--- config.mk ---
export PLATFORM = sky130hd
export DESIGN_NAME = scaler_bank_decoder
export DESIGN_NICKNAME = d
export VERILOG_FILES = /design/src/hw/rtl/sbd_pkg.sv /design/src/hw/rtl/scaler_bank_decoder.sv /design/src/hw/rtl/sbd_ram.sv
export SDC_FILE = /design/constraint.sdc
export NUM_CORES = 2
export LEC_CHECK = 0
export BUFFER_PORTS_ARGS = -buffer_cell sky130_fd_sc_hd__buf_4
export CAP_MARGIN = 10
export CORE_ASPECT_RATIO = 1.2
export CORE_MARGIN = 4
export CORE_UTILIZATION = 30
export CTS_CLUSTER_SIZE = 20
export DETAILED_ROUTE_END_ITERATION = 10
export GPL_ROUTABILITY_DRIVEN = 1
export PLACE_DENSITY = 0.43
export REMOVE_ABC_BUFFERS = 1
export SLEW_MARGIN = 15
export SYNTH_ARGS = -nofsm -noshare
export SYNTH_HDL_FRONTEND = slang
export SYNTH_HIERARCHICAL = 1
export SYNTH_SLANG_ARGS = --single-unit
--- constraint.sdc ---
create_clock -name clk_i -period 10 [get_ports clk_i]
set_clock_uncertainty 0.2 [all_clocks]
set_input_delay 1 -clock clk_i [delete_from_list [all_inputs] [get_ports clk_i]]
set_output_delay 1 -clock clk_i [all_outputs]
set_load 0.1 [all_outputs]
--- src/hw/rtl/sbd_pkg.sv ---
`timescale 1ns / 1ps
// ----------------------------------------------------------------------------
// sbd_pkg: shared types and constants of the scaler bank decoder
// Parse phases, result status codes, register map and stream layout.
// ----------------------------------------------------------------------------
package sbd_pkg;

  localparam int unsigned CHANNELS_DEF = 32;

  localparam int unsigned WORD_W   = 32;
  localparam int unsigned MARKER_W = 16;
  localparam int unsigned CHAN_W   = 5;
  localparam int unsigned SUM_W    = 33;
  localparam int unsigned FLAG_W   = 3;
  localparam int unsigned STATUS_W = 2;
  localparam int unsigned POS_W    = 3;

  localparam logic [MARKER_W-1:0] MARKER_RESET = 16'hFB0B;

  localparam int unsigned FLAG_LSB   = 4;
  localparam int unsigned COUNT_MSB  = 2;
  localparam logic [POS_W-1:0] POS_FLAGS = 3'd3;
  localparam logic [POS_W-1:0] POS_STAMP = 3'd4;
  localparam logic [POS_W-1:0] POS_SAT   = 3'd7;

  localparam int unsigned PADDR_W  = 3;
  localparam int unsigned PDATA_W  = 32;
  localparam logic        REG_MARKER = 1'b0;

  localparam int unsigned S_TUSER_W = 2;
  localparam int unsigned S_FIRST_BIT = 0;
  localparam int unsigned S_CRATE_BIT = 1;
  localparam int unsigned M_TUSER_W = 3;
  localparam int unsigned M_TDATA_W = 144;

  typedef enum logic [2:0] {
    PH_IDLE,
    PH_HEAD,
    PH_SEEK,
    PH_HDR,
    PH_COUNT,
    PH_DONE
  } phase_e;

  typedef enum logic [STATUS_W-1:0] {
    ST_CHANNEL    = 2'd0,
    ST_NO_MARKER  = 2'd1,
    ST_TRUNCATED  = 2'd2,
    ST_ZERO_COUNT = 2'd3
  } status_e;

  typedef struct packed {
    logic [WORD_W-1:0] time_stamp;
    logic              gate_bit;
    logic              quartet_bit;
    logic              helicity_bit;
    logic [WORD_W-1:0] minus_count;
    logic [WORD_W-1:0] plus_count;
    logic [SUM_W-1:0]  channel_sum;
    logic [CHAN_W-1:0] channel;
  } result_t;

endpackage

--- src/hw/rtl/scaler_bank_decoder.sv ---
`timescale 1ns / 1ps
// ----------------------------------------------------------------------------
// scaler_bank_decoder: readout bank scaler decoder
// Parses one bank word per transfer and emits per-channel helicity counts and status results.
// ----------------------------------------------------------------------------
// The decoder takes one bank word in every clock cycle and produces at most
// one result per word, registered in the cycle after the word is taken. Results wait in an
// output register; input is held off only while that register is full and
// the downstream side does not take it. The first scaler block lives in a
// CHANNELS-deep RAM with registered read; the read address runs one word
// ahead of the channel counter, so each second-block count meets its stored
// plus count as it arrives. No RAM clearing pass is needed after reset.
module scaler_bank_decoder
  import sbd_pkg::*;
#(
  parameter int unsigned CHANNELS = CHANNELS_DEF
) (
  input  logic                 clk_i,
  input  logic                 rst_ni,
  // stream in
  input  logic                 s_axis_tvalid,
  output logic                 s_axis_tready,
  input  logic [WORD_W-1:0]    s_axis_tdata,   // [31:0] raw_word
  input  logic [S_TUSER_W-1:0] s_axis_tuser,   // [0] bank_first, [1] crate_select
  input  logic                 s_axis_tlast,   // bank_last
  // stream out
  output logic                 m_axis_tvalid,
  input  logic                 m_axis_tready,
  // [4:0] channel, [37:5] channel_sum, [69:38] plus_count, [101:70] minus_count,
  // [102] helicity_bit, [103] quartet_bit, [104] gate_bit, [136:105] time_stamp
  output logic [M_TDATA_W-1:0] m_axis_tdata,
  output logic [M_TUSER_W-1:0] m_axis_tuser,   // [1:0] status, [2] crate_id
  output logic                 m_axis_tlast,   // last_channel
  // configuration
  input  logic                 psel,
  input  logic                 penable,
  input  logic                 pwrite,
  input  logic [PADDR_W-1:0]   paddr,
  input  logic [PDATA_W-1:0]   pwdata,
  output logic [PDATA_W-1:0]   prdata,
  output logic                 pready
);

  localparam int unsigned CNT_W = (CHANNELS > 1) ? $clog2(CHANNELS) : 1;
  localparam logic [CNT_W-1:0] CNT_LAST = CNT_W'(CHANNELS - 1);

  logic [MARKER_W-1:0] marker_q;

  phase_e            phase_q, phase_d, phase_cur;
  logic [POS_W-1:0]  pos_q, pos_d, pos_cur;
  logic [FLAG_W-1:0] flags_q, flags_d;
  logic [WORD_W-1:0] stamp_q, stamp_d;
  logic              blk_q, blk_d, blk_cur;
  logic [CNT_W-1:0]  cnt_q, cnt_d, cnt_cur;
  logic              crate_q, crate_d;

  logic              acc, first, last;
  logic              marker_hit;
  logic              mem_we;
  logic [WORD_W-1:0] plus_rd;

  logic              res_valid;
  status_e           res_status;
  logic              res_last;
  result_t           res;

  logic              out_valid_q;
  status_e           out_status_q;
  logic              out_crate_q;
  logic              out_last_q;
  result_t           out_res_q;

  // --------------------------------------------------------------------------
  // Configuration
  // --------------------------------------------------------------------------
  assign pready = 1'b1;
  assign prdata = (paddr[2] == REG_MARKER) ? PDATA_W'(marker_q) : '0;

  always_ff @(posedge clk_i or negedge rst_ni) begin
    if (!rst_ni) begin
      marker_q <= MARKER_RESET;
    end else if (psel && penable && pwrite && pready && paddr[2] == REG_MARKER) begin
      marker_q <= pwdata[MARKER_W-1:0];
    end
  end

  // --------------------------------------------------------------------------
  // Handshake
  // --------------------------------------------------------------------------
  assign s_axis_tready = !out_valid_q || m_axis_tready;
  assign acc           = s_axis_tvalid && s_axis_tready;
  assign first         = s_axis_tuser[S_FIRST_BIT];
  assign last          = s_axis_tlast;
  assign marker_hit    = s_axis_tdata[WORD_W-1:WORD_W-MARKER_W] == marker_q;

  assign phase_cur = first ? PH_HEAD : phase_q;
  assign pos_cur   = first ? '0 : pos_q;
  assign blk_cur   = first ? 1'b0 : blk_q;
  assign cnt_cur   = first ? '0 : cnt_q;

  // --------------------------------------------------------------------------
  // Next state
  // --------------------------------------------------------------------------
  always_comb begin
    phase_d = phase_q;
    pos_d   = pos_q;
    flags_d = flags_q;
    stamp_d = stamp_q;
    blk_d   = blk_q;
    cnt_d   = cnt_q;
    crate_d = crate_q;
    mem_we  = 1'b0;
    if (acc) begin
      if (first) begin
        phase_d = PH_HEAD;
        pos_d   = '0;
        flags_d = '0;
        stamp_d = '0;
        blk_d   = 1'b0;
        cnt_d   = '0;
        crate_d = s_axis_tuser[S_CRATE_BIT];
      end
      unique case (phase_cur)
        PH_IDLE: begin
        end
        PH_DONE: begin
          if (last) begin
            phase_d = PH_IDLE;
          end
        end
        PH_HEAD: begin
          if (pos_cur == POS_FLAGS) begin
            flags_d = s_axis_tdata[FLAG_LSB +: FLAG_W];
          end
          if (pos_cur == POS_STAMP) begin
            stamp_d = s_axis_tdata;
            phase_d = PH_SEEK;
          end
        end
        PH_SEEK: begin
          if (marker_hit) begin
            if (s_axis_tdata[COUNT_MSB:0] == '0) begin
              phase_d = PH_DONE;
            end else begin
              blk_d   = 1'b0;
              phase_d = PH_HDR;
            end
          end
        end
        PH_HDR: begin
          cnt_d   = '0;
          phase_d = PH_COUNT;
        end
        PH_COUNT: begin
          if (!blk_cur) begin
            mem_we = 1'b1;
            if (cnt_cur == CNT_LAST) begin
              blk_d   = 1'b1;
              cnt_d   = '0;
              phase_d = PH_HDR;
            end else begin
              cnt_d = cnt_cur + 1'b1;
            end
          end else begin
            cnt_d = cnt_cur + 1'b1;
            if (cnt_cur == CNT_LAST) begin
              phase_d = PH_DONE;
            end
          end
        end
        default: begin
        end
      endcase
      if (phase_cur != PH_IDLE && phase_cur != PH_DONE) begin
        pos_d = (pos_cur == POS_SAT) ? pos_cur : pos_cur + 1'b1;
        if (last) begin
          phase_d = PH_IDLE;
        end
      end
    end
  end

  // --------------------------------------------------------------------------
  // Result
  // --------------------------------------------------------------------------
  always_comb begin
    res_valid    = 1'b0;
    res_status   = ST_CHANNEL;
    res_last     = 1'b1;
    res          = '0;
    res.time_stamp   = stamp_d;
    res.helicity_bit = flags_d[0];
    res.quartet_bit  = flags_d[1];
    res.gate_bit     = flags_d[2];
    if (acc) begin
      unique case (phase_cur)
        PH_SEEK: begin
          if (marker_hit && s_axis_tdata[COUNT_MSB:0] == '0) begin
            res_valid  = 1'b1;
            res_status = ST_ZERO_COUNT;
          end
        end
        PH_COUNT: begin
          if (blk_cur) begin
            res_valid       = 1'b1;
            res_last        = cnt_cur == CNT_LAST;
            res.channel     = CHAN_W'(cnt_cur);
            res.plus_count  = plus_rd;
            res.minus_count = s_axis_tdata;
            res.channel_sum = SUM_W'(plus_rd) + SUM_W'(s_axis_tdata);
          end
        end
        default: begin
        end
      endcase
      if (last && !res_last) begin
        res = '0;
        res.time_stamp   = stamp_d;
        res.helicity_bit = flags_d[0];
        res.quartet_bit  = flags_d[1];
        res.gate_bit     = flags_d[2];
        res_status = ST_TRUNCATED;
        res_last   = 1'b1;
      end else if (last && !res_valid) begin
        if (phase_d == PH_IDLE && phase_cur != PH_IDLE && phase_cur != PH_DONE) begin
          res_valid = 1'b1;
          res_status = (phase_cur == PH_HEAD || (phase_cur == PH_SEEK && !marker_hit)) ?
                       ST_NO_MARKER : ST_TRUNCATED;
        end
      end
    end
  end

  // --------------------------------------------------------------------------
  // First block store
  // --------------------------------------------------------------------------
  sbd_ram #(
    .WIDTH (WORD_W),
    .DEPTH (CHANNELS)
  ) u_store (
    .clk_i   (clk_i),
    .we_i    (mem_we),
    .waddr_i (cnt_cur),
    .wdata_i (s_axis_tdata),
    .raddr_i (cnt_d),
    .rdata_o (plus_rd)
  );

  // --------------------------------------------------------------------------
  // Registers
  // --------------------------------------------------------------------------
  always_ff @(posedge clk_i or negedge rst_ni) begin
    if (!rst_ni) begin
      phase_q     <= PH_IDLE;
      pos_q       <= '0;
      flags_q     <= '0;
      stamp_q     <= '0;
      blk_q       <= 1'b0;
      cnt_q       <= '0;
      crate_q     <= 1'b0;
      out_valid_q <= 1'b0;
    end else begin
      phase_q <= phase_d;
      pos_q   <= pos_d;
      flags_q <= flags_d;
      stamp_q <= stamp_d;
      blk_q   <= blk_d;
      cnt_q   <= cnt_d;
      crate_q <= crate_d;
      if (acc && res_valid) begin
        out_valid_q <= 1'b1;
      end else if (m_axis_tready) begin
        out_valid_q <= 1'b0;
      end
    end
  end

  always_ff @(posedge clk_i) begin
    if (acc && res_valid) begin
      out_status_q <= res_status;
      out_crate_q  <= crate_d;
      out_last_q   <= res_last;
      out_res_q    <= res;
    end
  end

  assign m_axis_tvalid = out_valid_q;
  assign m_axis_tdata  = M_TDATA_W'(out_res_q);
  assign m_axis_tuser  = {out_crate_q, out_status_q};
  assign m_axis_tlast  = out_last_q;

  // --------------------------------------------------------------------------
  // Assertions
  // --------------------------------------------------------------------------
  a_stall_only_when_full : assert property (@(posedge clk_i) disable iff (!rst_ni)
    !s_axis_tready |-> m_axis_tvalid)
    else $error("input stalled with empty output register");

  a_status_has_no_counts : assert property (@(posedge clk_i) disable iff (!rst_ni)
    m_axis_tvalid && m_axis_tuser[STATUS_W-1:0] != ST_CHANNEL |->
      m_axis_tlast && m_axis_tdata[SUM_W+CHAN_W-1:0] == '0)
    else $error("status result carries channel data");

  a_final_channel : assert property (@(posedge clk_i) disable iff (!rst_ni)
    m_axis_tvalid && m_axis_tuser[STATUS_W-1:0] == ST_CHANNEL && m_axis_tlast |->
      m_axis_tdata[CHAN_W-1:0] == CHAN_W'(CHANNELS - 1))
    else $error("last channel result not on final channel");

  a_count_after_header : assert property (@(posedge clk_i) disable iff (!rst_ni)
    acc && !first && phase_q == PH_HDR && !last |=> phase_q == PH_COUNT && cnt_q == '0)
    else $error("block header did not start channel count");

endmodule

--- src/hw/rtl/sbd_ram.sv ---
`timescale 1ns / 1ps
// ----------------------------------------------------------------------------
// sbd_ram: generic single-write, single-read RAM
// One write port, one read port, read data registered.
// ----------------------------------------------------------------------------
module sbd_ram #(
  parameter int unsigned WIDTH = 32,
  parameter int unsigned DEPTH = 32,
  localparam int unsigned AW = (DEPTH > 1) ? $clog2(DEPTH) : 1
) (
  input  logic             clk_i,
  input  logic             we_i,
  input  logic [AW-1:0]    waddr_i,
  input  logic [WIDTH-1:0] wdata_i,
  input  logic [AW-1:0]    raddr_i,
  output logic [WIDTH-1:0] rdata_o
);

  logic [WIDTH-1:0] mem_q [DEPTH];
  logic [WIDTH-1:0] rdata_q;

  always_ff @(posedge clk_i) begin
    if (we_i) begin
      mem_q[waddr_i] <= wdata_i;
    end
    rdata_q <= mem_q[raddr_i];
  end

  assign rdata_o = rdata_q;

endmodule
==> report_table.html <==
<table>
<tr><th>Metric</th><th>Value</th></tr>
<tr><th colspan="2">Run status</th></tr>
<tr><td>Outcome</td><td>finished, final reports clean</td></tr>
<tr><th colspan="2">Floorplan</th></tr>
<tr><td>Number of top-level design ports</td><td>260</td></tr>
<tr><td>Initial core utilization</td><td>0.3021</td></tr>
<tr><td>Core region area</td><td>166,600 sq um</td></tr>
<tr><td>Chip Height</td><td>between 400 and 500 microns</td></tr>
<tr><td>Floorplan die area</td><td>around 170,000 sq um</td></tr>
<tr><td>Number of rows in the core area</td><td>164</td></tr>
<tr><td>Horiz. Die Dim</td><td>381.9 microns</td></tr>
<tr><th colspan="2">GRT</th></tr>
<tr><td>Via count of the first global-routing pass</td><td>about 29,000</td></tr>
<tr><td>Global-route usage over all layers</td><td>0.1716</td></tr>
<tr><td>Largest net degree at the start of global routing</td><td>roughly 130</td></tr>
<tr><td>Initial antenna violation count</td><td>11</td></tr>
<tr><td>Wire length of the first global-routing pass</td><td>roughly 220,000 microns</td></tr>
<tr><td>GR Overflow Total</td><td>0</td></tr>
<tr><th colspan="2">CTS</th></tr>
<tr><td>Deepest level of the CTS H-tree</td><td>4</td></tr>
<tr><td>TritonCTS Sinks</td><td>roughly 1,300</td></tr>
<tr><td>Root buffer cell</td><td>clkbuf_16</td></tr>
<tr><td>Number of setup buffers added after CTS</td><td>0</td></tr>
<tr><td>Worst skew pair latency</td><td>approximately 0.78 ns</td></tr>
<tr><td>Clock slew at the register clock pins of the worst setup and hold paths</td><td>~0.06 ns</td></tr>
<tr><td>CTS tree</td><td>yes</td></tr>
<tr><td>Cts bufs inserted</td><td>140</td></tr>
<tr><td>Quantity of gates resized following cts</td><td>0</td></tr>
<tr><td>Maximum root-to-sink buffer count</td><td>3</td></tr>
<tr><th colspan="2">Pwr</th></tr>
<tr><td>Relative contribution of combinational cells to total power</td><td>0.054</td></tr>
<tr><td>Worst voltage drop across the vdd grid</td><td>roughly 0.16 mV</td></tr>
<tr><td>Power density over cell area</td><td>194.3 nW/um^2</td></tr>
<tr><td>Design internal power</td><td>approximately 9 mW</td></tr>
<tr><td>Switching power total</td><td>2.612 mW</td></tr>
<tr><td>Sw Ratio</td><td>0.2274</td></tr>
<tr><td>Sequential Power Share</td><td>0.510</td></tr>
<tr><td>Portion of total power attributed to the clock network</td><td>0.436</td></tr>
<tr><td>Leakage dissipation</td><td>18.83 nW</td></tr>
<tr><th colspan="2">STA</th></tr>
<tr><td>Worst-case headroom to the max-slew limit</td><td>0.1783</td></tr>
<tr><td>Unrepaired setup endpoints after global routing</td><td>false</td></tr>
<tr><td>Fmax</td><td>slightly above 200 MHz</td></tr>
<tr><td>Final hold vios</td><td>0</td></tr>
<tr><td>Period utilization</td><td>0.4891</td></tr>
<tr><td>Clock period minus worst slack</td><td>4.891 ns</td></tr>
<tr><td>Setup total negative slack</td><td>0 ns</td></tr>
<tr><td>Max-slew violations</td><td>0</td></tr>
<tr><td>Minimum setup slack in the final design</td><td>between 5 and 6 ns</td></tr>
<tr><td>Slew @ Worst Pin</td><td>about 1.2 ns</td></tr>
<tr><td>Total of endpoints with negative setup slack in the final report</td><td>0</td></tr>
<tr><th colspan="2">Routing</th></tr>
<tr><td>Count of routing violations after the opening detailed-route iteration</td><td>between 1,500 and 2,000</td></tr>
<tr><td>Total via count in the routed design</td><td>~28,000</td></tr>
<tr><td>Drt via density</td><td>4.889</td></tr>
<tr><td>1st-pass router iterations</td><td>8</td></tr>
<tr><td>Total wire length</td><td>between 150,000 and 200,000 microns</td></tr>
<tr><td>Routed wire per std cell</td><td>about 27 microns</td></tr>
<tr><td>Detail Route Antenna Nets</td><td>0</td></tr>
<tr><td>Number of design rule violations left after detail routing</td><td>0</td></tr>
<tr><th colspan="2">Placement</th></tr>
<tr><td>Placer's final routability congestion estimate</td><td>0.7347</td></tr>
<tr><td>Final HPWL DP</td><td>between 80,000 and 90,000 microns</td></tr>
<tr><td>DP Worst Slack</td><td>roughly 4.3 ns</td></tr>
<tr><td>Number of buffers added on ports</td><td>217</td></tr>
<tr><th colspan="2">Critical path</th></tr>
<tr><td>Critical path launch point type</td><td>input port</td></tr>
<tr><td>Top fanout value on the critical path</td><td>just under 90</td></tr>
<tr><td>Critical Path End Type</td><td>register</td></tr>
<tr><td>Type of the setup path with the least slack</td><td>in -&gt; reg</td></tr>
<tr><td>Data required time at the worst endpoint</td><td>around 10 ns</td></tr>
<tr><td>Register-to-Register Path Depth</td><td>17</td></tr>
<tr><td>Data arrival, critical path</td><td>roughly 5.3 ns</td></tr>
<tr><th colspan="2">Synthesis</th></tr>
<tr><td>Unique cell type count in the Yosys netlist</td><td>75</td></tr>
<tr><td>Yosys warns</td><td>6</td></tr>
<tr><td>Number of synthesized flops with an enable pin</td><td>roughly 1,200</td></tr>
<tr><td>Total standard cell area after synthesis</td><td>50,330 sq um</td></tr>
<tr><td>Seq/Total Area, Yosys</td><td>0.7403</td></tr>
<tr><td>Number of synthesized register bits</td><td>approximately 1,300</td></tr>
<tr><td>Synthesized area per cell</td><td>between 15 and 20 sq um</td></tr>
<tr><td>Synthesized instance count</td><td>3,096</td></tr>
<tr><td>Dominant synthesized flop cell</td><td>edfxtp_1</td></tr>
<tr><td>Proportion of synthesized flip-flops having asynchronous set or reset</td><td>0.05151</td></tr>
<tr><th colspan="2">Min path</th></tr>
<tr><td>Cell depth of the worst hold path</td><td>2</td></tr>
<tr><td>Min-Delay Path Class</td><td>in -&gt; reg</td></tr>
<tr><th colspan="2">Layout</th></tr>
<tr><td>Count of nets after finishing</td><td>around 3,500</td></tr>
<tr><td>Area delta synth-&gt;final</td><td>17.48%</td></tr>
<tr><td>Layout cells sized above 1</td><td>0.1639</td></tr>
<tr><th colspan="2">Flow run</th></tr>
<tr><td>Max-cap violations</td><td>0</td></tr>
</table>
==> what timing repair did <==
item / 4_1_cts / 5_1_grt
endpoints found under the setup margin: 0 / 0
hold buffers: 1 / 0
hold endpoints to repair: 11 / 0
==> per-stage QoR <==
stage	util	power, mW	hold WS (ns)	cell area (sq um)	std cells
final	0.3549	11.49	0.2534	59130	5721
after global routing	0.3549	11.90	0.2033	59130	5719
after CTS	0.3548	11.65	0.1808	59120	5718
after detailed placement	0.3282	6.593	0.2889	54680	5462
after global placement	0.3282	6.591	0.2779	54680	5462
after floorplan	-	6.377	0.2653	49340	2937
==> worst max-delay path, stage by stage <==
cell and delay, ns:
buf_4 0.27, nor2b_1 0.15, ha_1 0.27, and3_1 0.18, ha_1 0.26, nand2b_1 0.15, nand2_1 0.13, o21a_1 0.20
o21ai_0 0.15, nand2_1 0.07, o21ai_0 0.07, buf_4 0.18, and2_4 0.66, buf_12 0.58, a22o_1 0.25, nor3_1 0.05
a31oi_1 0.38, nand3_1 0.17
==> kinds of logic (layout without fill, tap and decap cells) <==
group / count (synthesis) / in the layout / synth area share
other cells: 2 / 27 / 0.0001492
xor+xnor: 38 / 38 / 0.006612
flops: 1262 / 1262 / 0.7403
buf+inv: 196 / 555 / 0.02240
fa+ha+maj: 37 / 37 / 0.009347
compound gates: 444 / 444 / 0.05874
mux: 533 / 533 / 0.1065
simple gates: 584 / 584 / 0.05596
==> area by class of cell <==
type / instances / area, sq um
Antenna cell: 3 / 7.507
Fill cell: 16100 / 107500
Sequential cell: 1262 / 37260
Inverter: 15 / 56.30
Clock inverter: 58 / 510.5
Tap cell: 2241 / 2804
Multi-Input combinational cell: 1660 / 12350
Timing Repair Buffer: 285 / 2217
Clock buffer: 197 / 3925
==> final timing paths <==
kind / startpoint / to / slack (ns)
setup / recovery: s_axis_tuser[0] / u_store/rdata_o[30] / 5.11
hold / removal: pwdata[4] / marker_q[4] / 0.25
setup reg to reg: cnt_q[0] / u_store/rdata_o[30] / 5.15
hold reg to reg: pos_q[1] / pos_q[1] / 0.30
max in group asynchronous: rst_ni / stamp_q[11] / 7.91
min in group asynchronous: rst_ni / marker_q[7] / 0.54
==> layout by cell type, fill, tap and decap left out, types with 10 or more instances in the layout <==
cell       count
a21o_1        13
a21oi_1      126
a22o_1        69
a22oi_1       96
a31oi_1       34
and2_1        67
buf_4        278
clkbuf_1      43
clkbuf_16    146
clkinv_1      16
clkinv_2      22
conb_1        24
dfrtp_1       55
dfstp_2       10
dfxtp_1       32
edfxtp_1    1165
ha_1          36
inv_1         12
mux2_2        17
mux2i_1      514
nand2_1      199
nand2b_1      11
nand3_1      107
nor2_1        43
nor2_4        34
nor2b_1       27
nor3_1        49
o21ai_0       19
o21ai_1       47
xnor2_1       28
xor2_1        10
==> Yosys cell counts (2+ instances only) <==
| library cell | n | area [sq um] |
|---|---|---|
| a211oi_1 | 4 | 30.03 |
| a21boi_0 | 3 | 22.52 |
| a21o_1 | 13 | 97.59 |
| a21oi_1 | 126 | 630.6 |
| a22o_1 | 69 | 604.3 |
| a22oi_1 | 96 | 720.7 |
| a31oi_1 | 34 | 212.7 |
| a41oi_1 | 2 | 17.52 |
| and2_1 | 68 | 425.4 |
| and3_1 | 5 | 31.28 |
| buf_1 | 7 | 26.28 |
| buf_2 | 34 | 170.2 |
| buf_4 | 59 | 442.9 |
| buf_6 | 16 | 180.2 |
| clkbuf_1 | 63 | 236.5 |
| clkbuf_4 | 2 | 15.01 |
| conb_1 | 2 | 7.510 |
| dfrtp_1 | 55 | 1376 |
| dfstp_2 | 10 | 262.8 |
| dfxtp_1 | 32 | 640.6 |
| edfxtp_1 | 1165 | 34980 |
| ha_1 | 36 | 450.4 |
| inv_1 | 12 | 45.04 |
| inv_2 | 3 | 11.26 |
| mux2_2 | 18 | 202.7 |
| mux2i_1 | 514 | 5145 |
| nand2_1 | 201 | 754.5 |
| nand2b_1 | 13 | 81.33 |
| nand3_1 | 107 | 535.5 |
| nand3b_1 | 5 | 37.54 |
| nand4_1 | 8 | 50.05 |
| nor2_1 | 77 | 289.0 |
| nor2b_1 | 29 | 181.4 |
| nor3_1 | 49 | 245.2 |
| nor3b_1 | 4 | 30.03 |
| nor4_1 | 3 | 18.77 |
| o21a_1 | 6 | 45.04 |
| o21ai_0 | 19 | 95.09 |
| o21ai_1 | 47 | 235.2 |
| o21bai_1 | 4 | 30.03 |
| o31ai_1 | 2 | 15.01 |
| or2_2 | 3 | 18.77 |
| or3b_2 | 3 | 26.28 |
| xnor2_1 | 28 | 245.2 |
| xor2_1 | 10 | 87.58 |
==> routing by layer <==
layer | share of wire | GRT usage | wire length [microns]
met5 | 0 | 0 | 0
met4 | 0.020 | 0.03988 | 3071
met3 | 0.053 | 0.03776 | 7984
met2 | 0.49 | 0.2884 | 73760
met1 | 0.44 | 0.2265 | 66920
==> flip-flops by register name, indices dropped and copies added (netlist names), 2 cells and up <==
name,cells
m_axis_tdata,137
cnt_q,5
u_store/mem_q,1024
flags_q,3
u_store/rdata_o,32
stamp_q,32
marker_q,16
pos_q,3
out_status_q,2
phase_q,3
==> power by group through the flow <==
stage          Combinational (mW)  Sequential, mW  Clock (mW)
2_1_floorplan               0.244            6.13           0
6_report                    0.621            5.85        5.01
3_3_place_gp                0.628            5.96           0
4_1_cts                     0.631            5.85        5.16
3_5_place_dp                0.629            5.96           0
5_1_grt                     0.660            5.86        5.38
(Power assumes the default switching activity.)
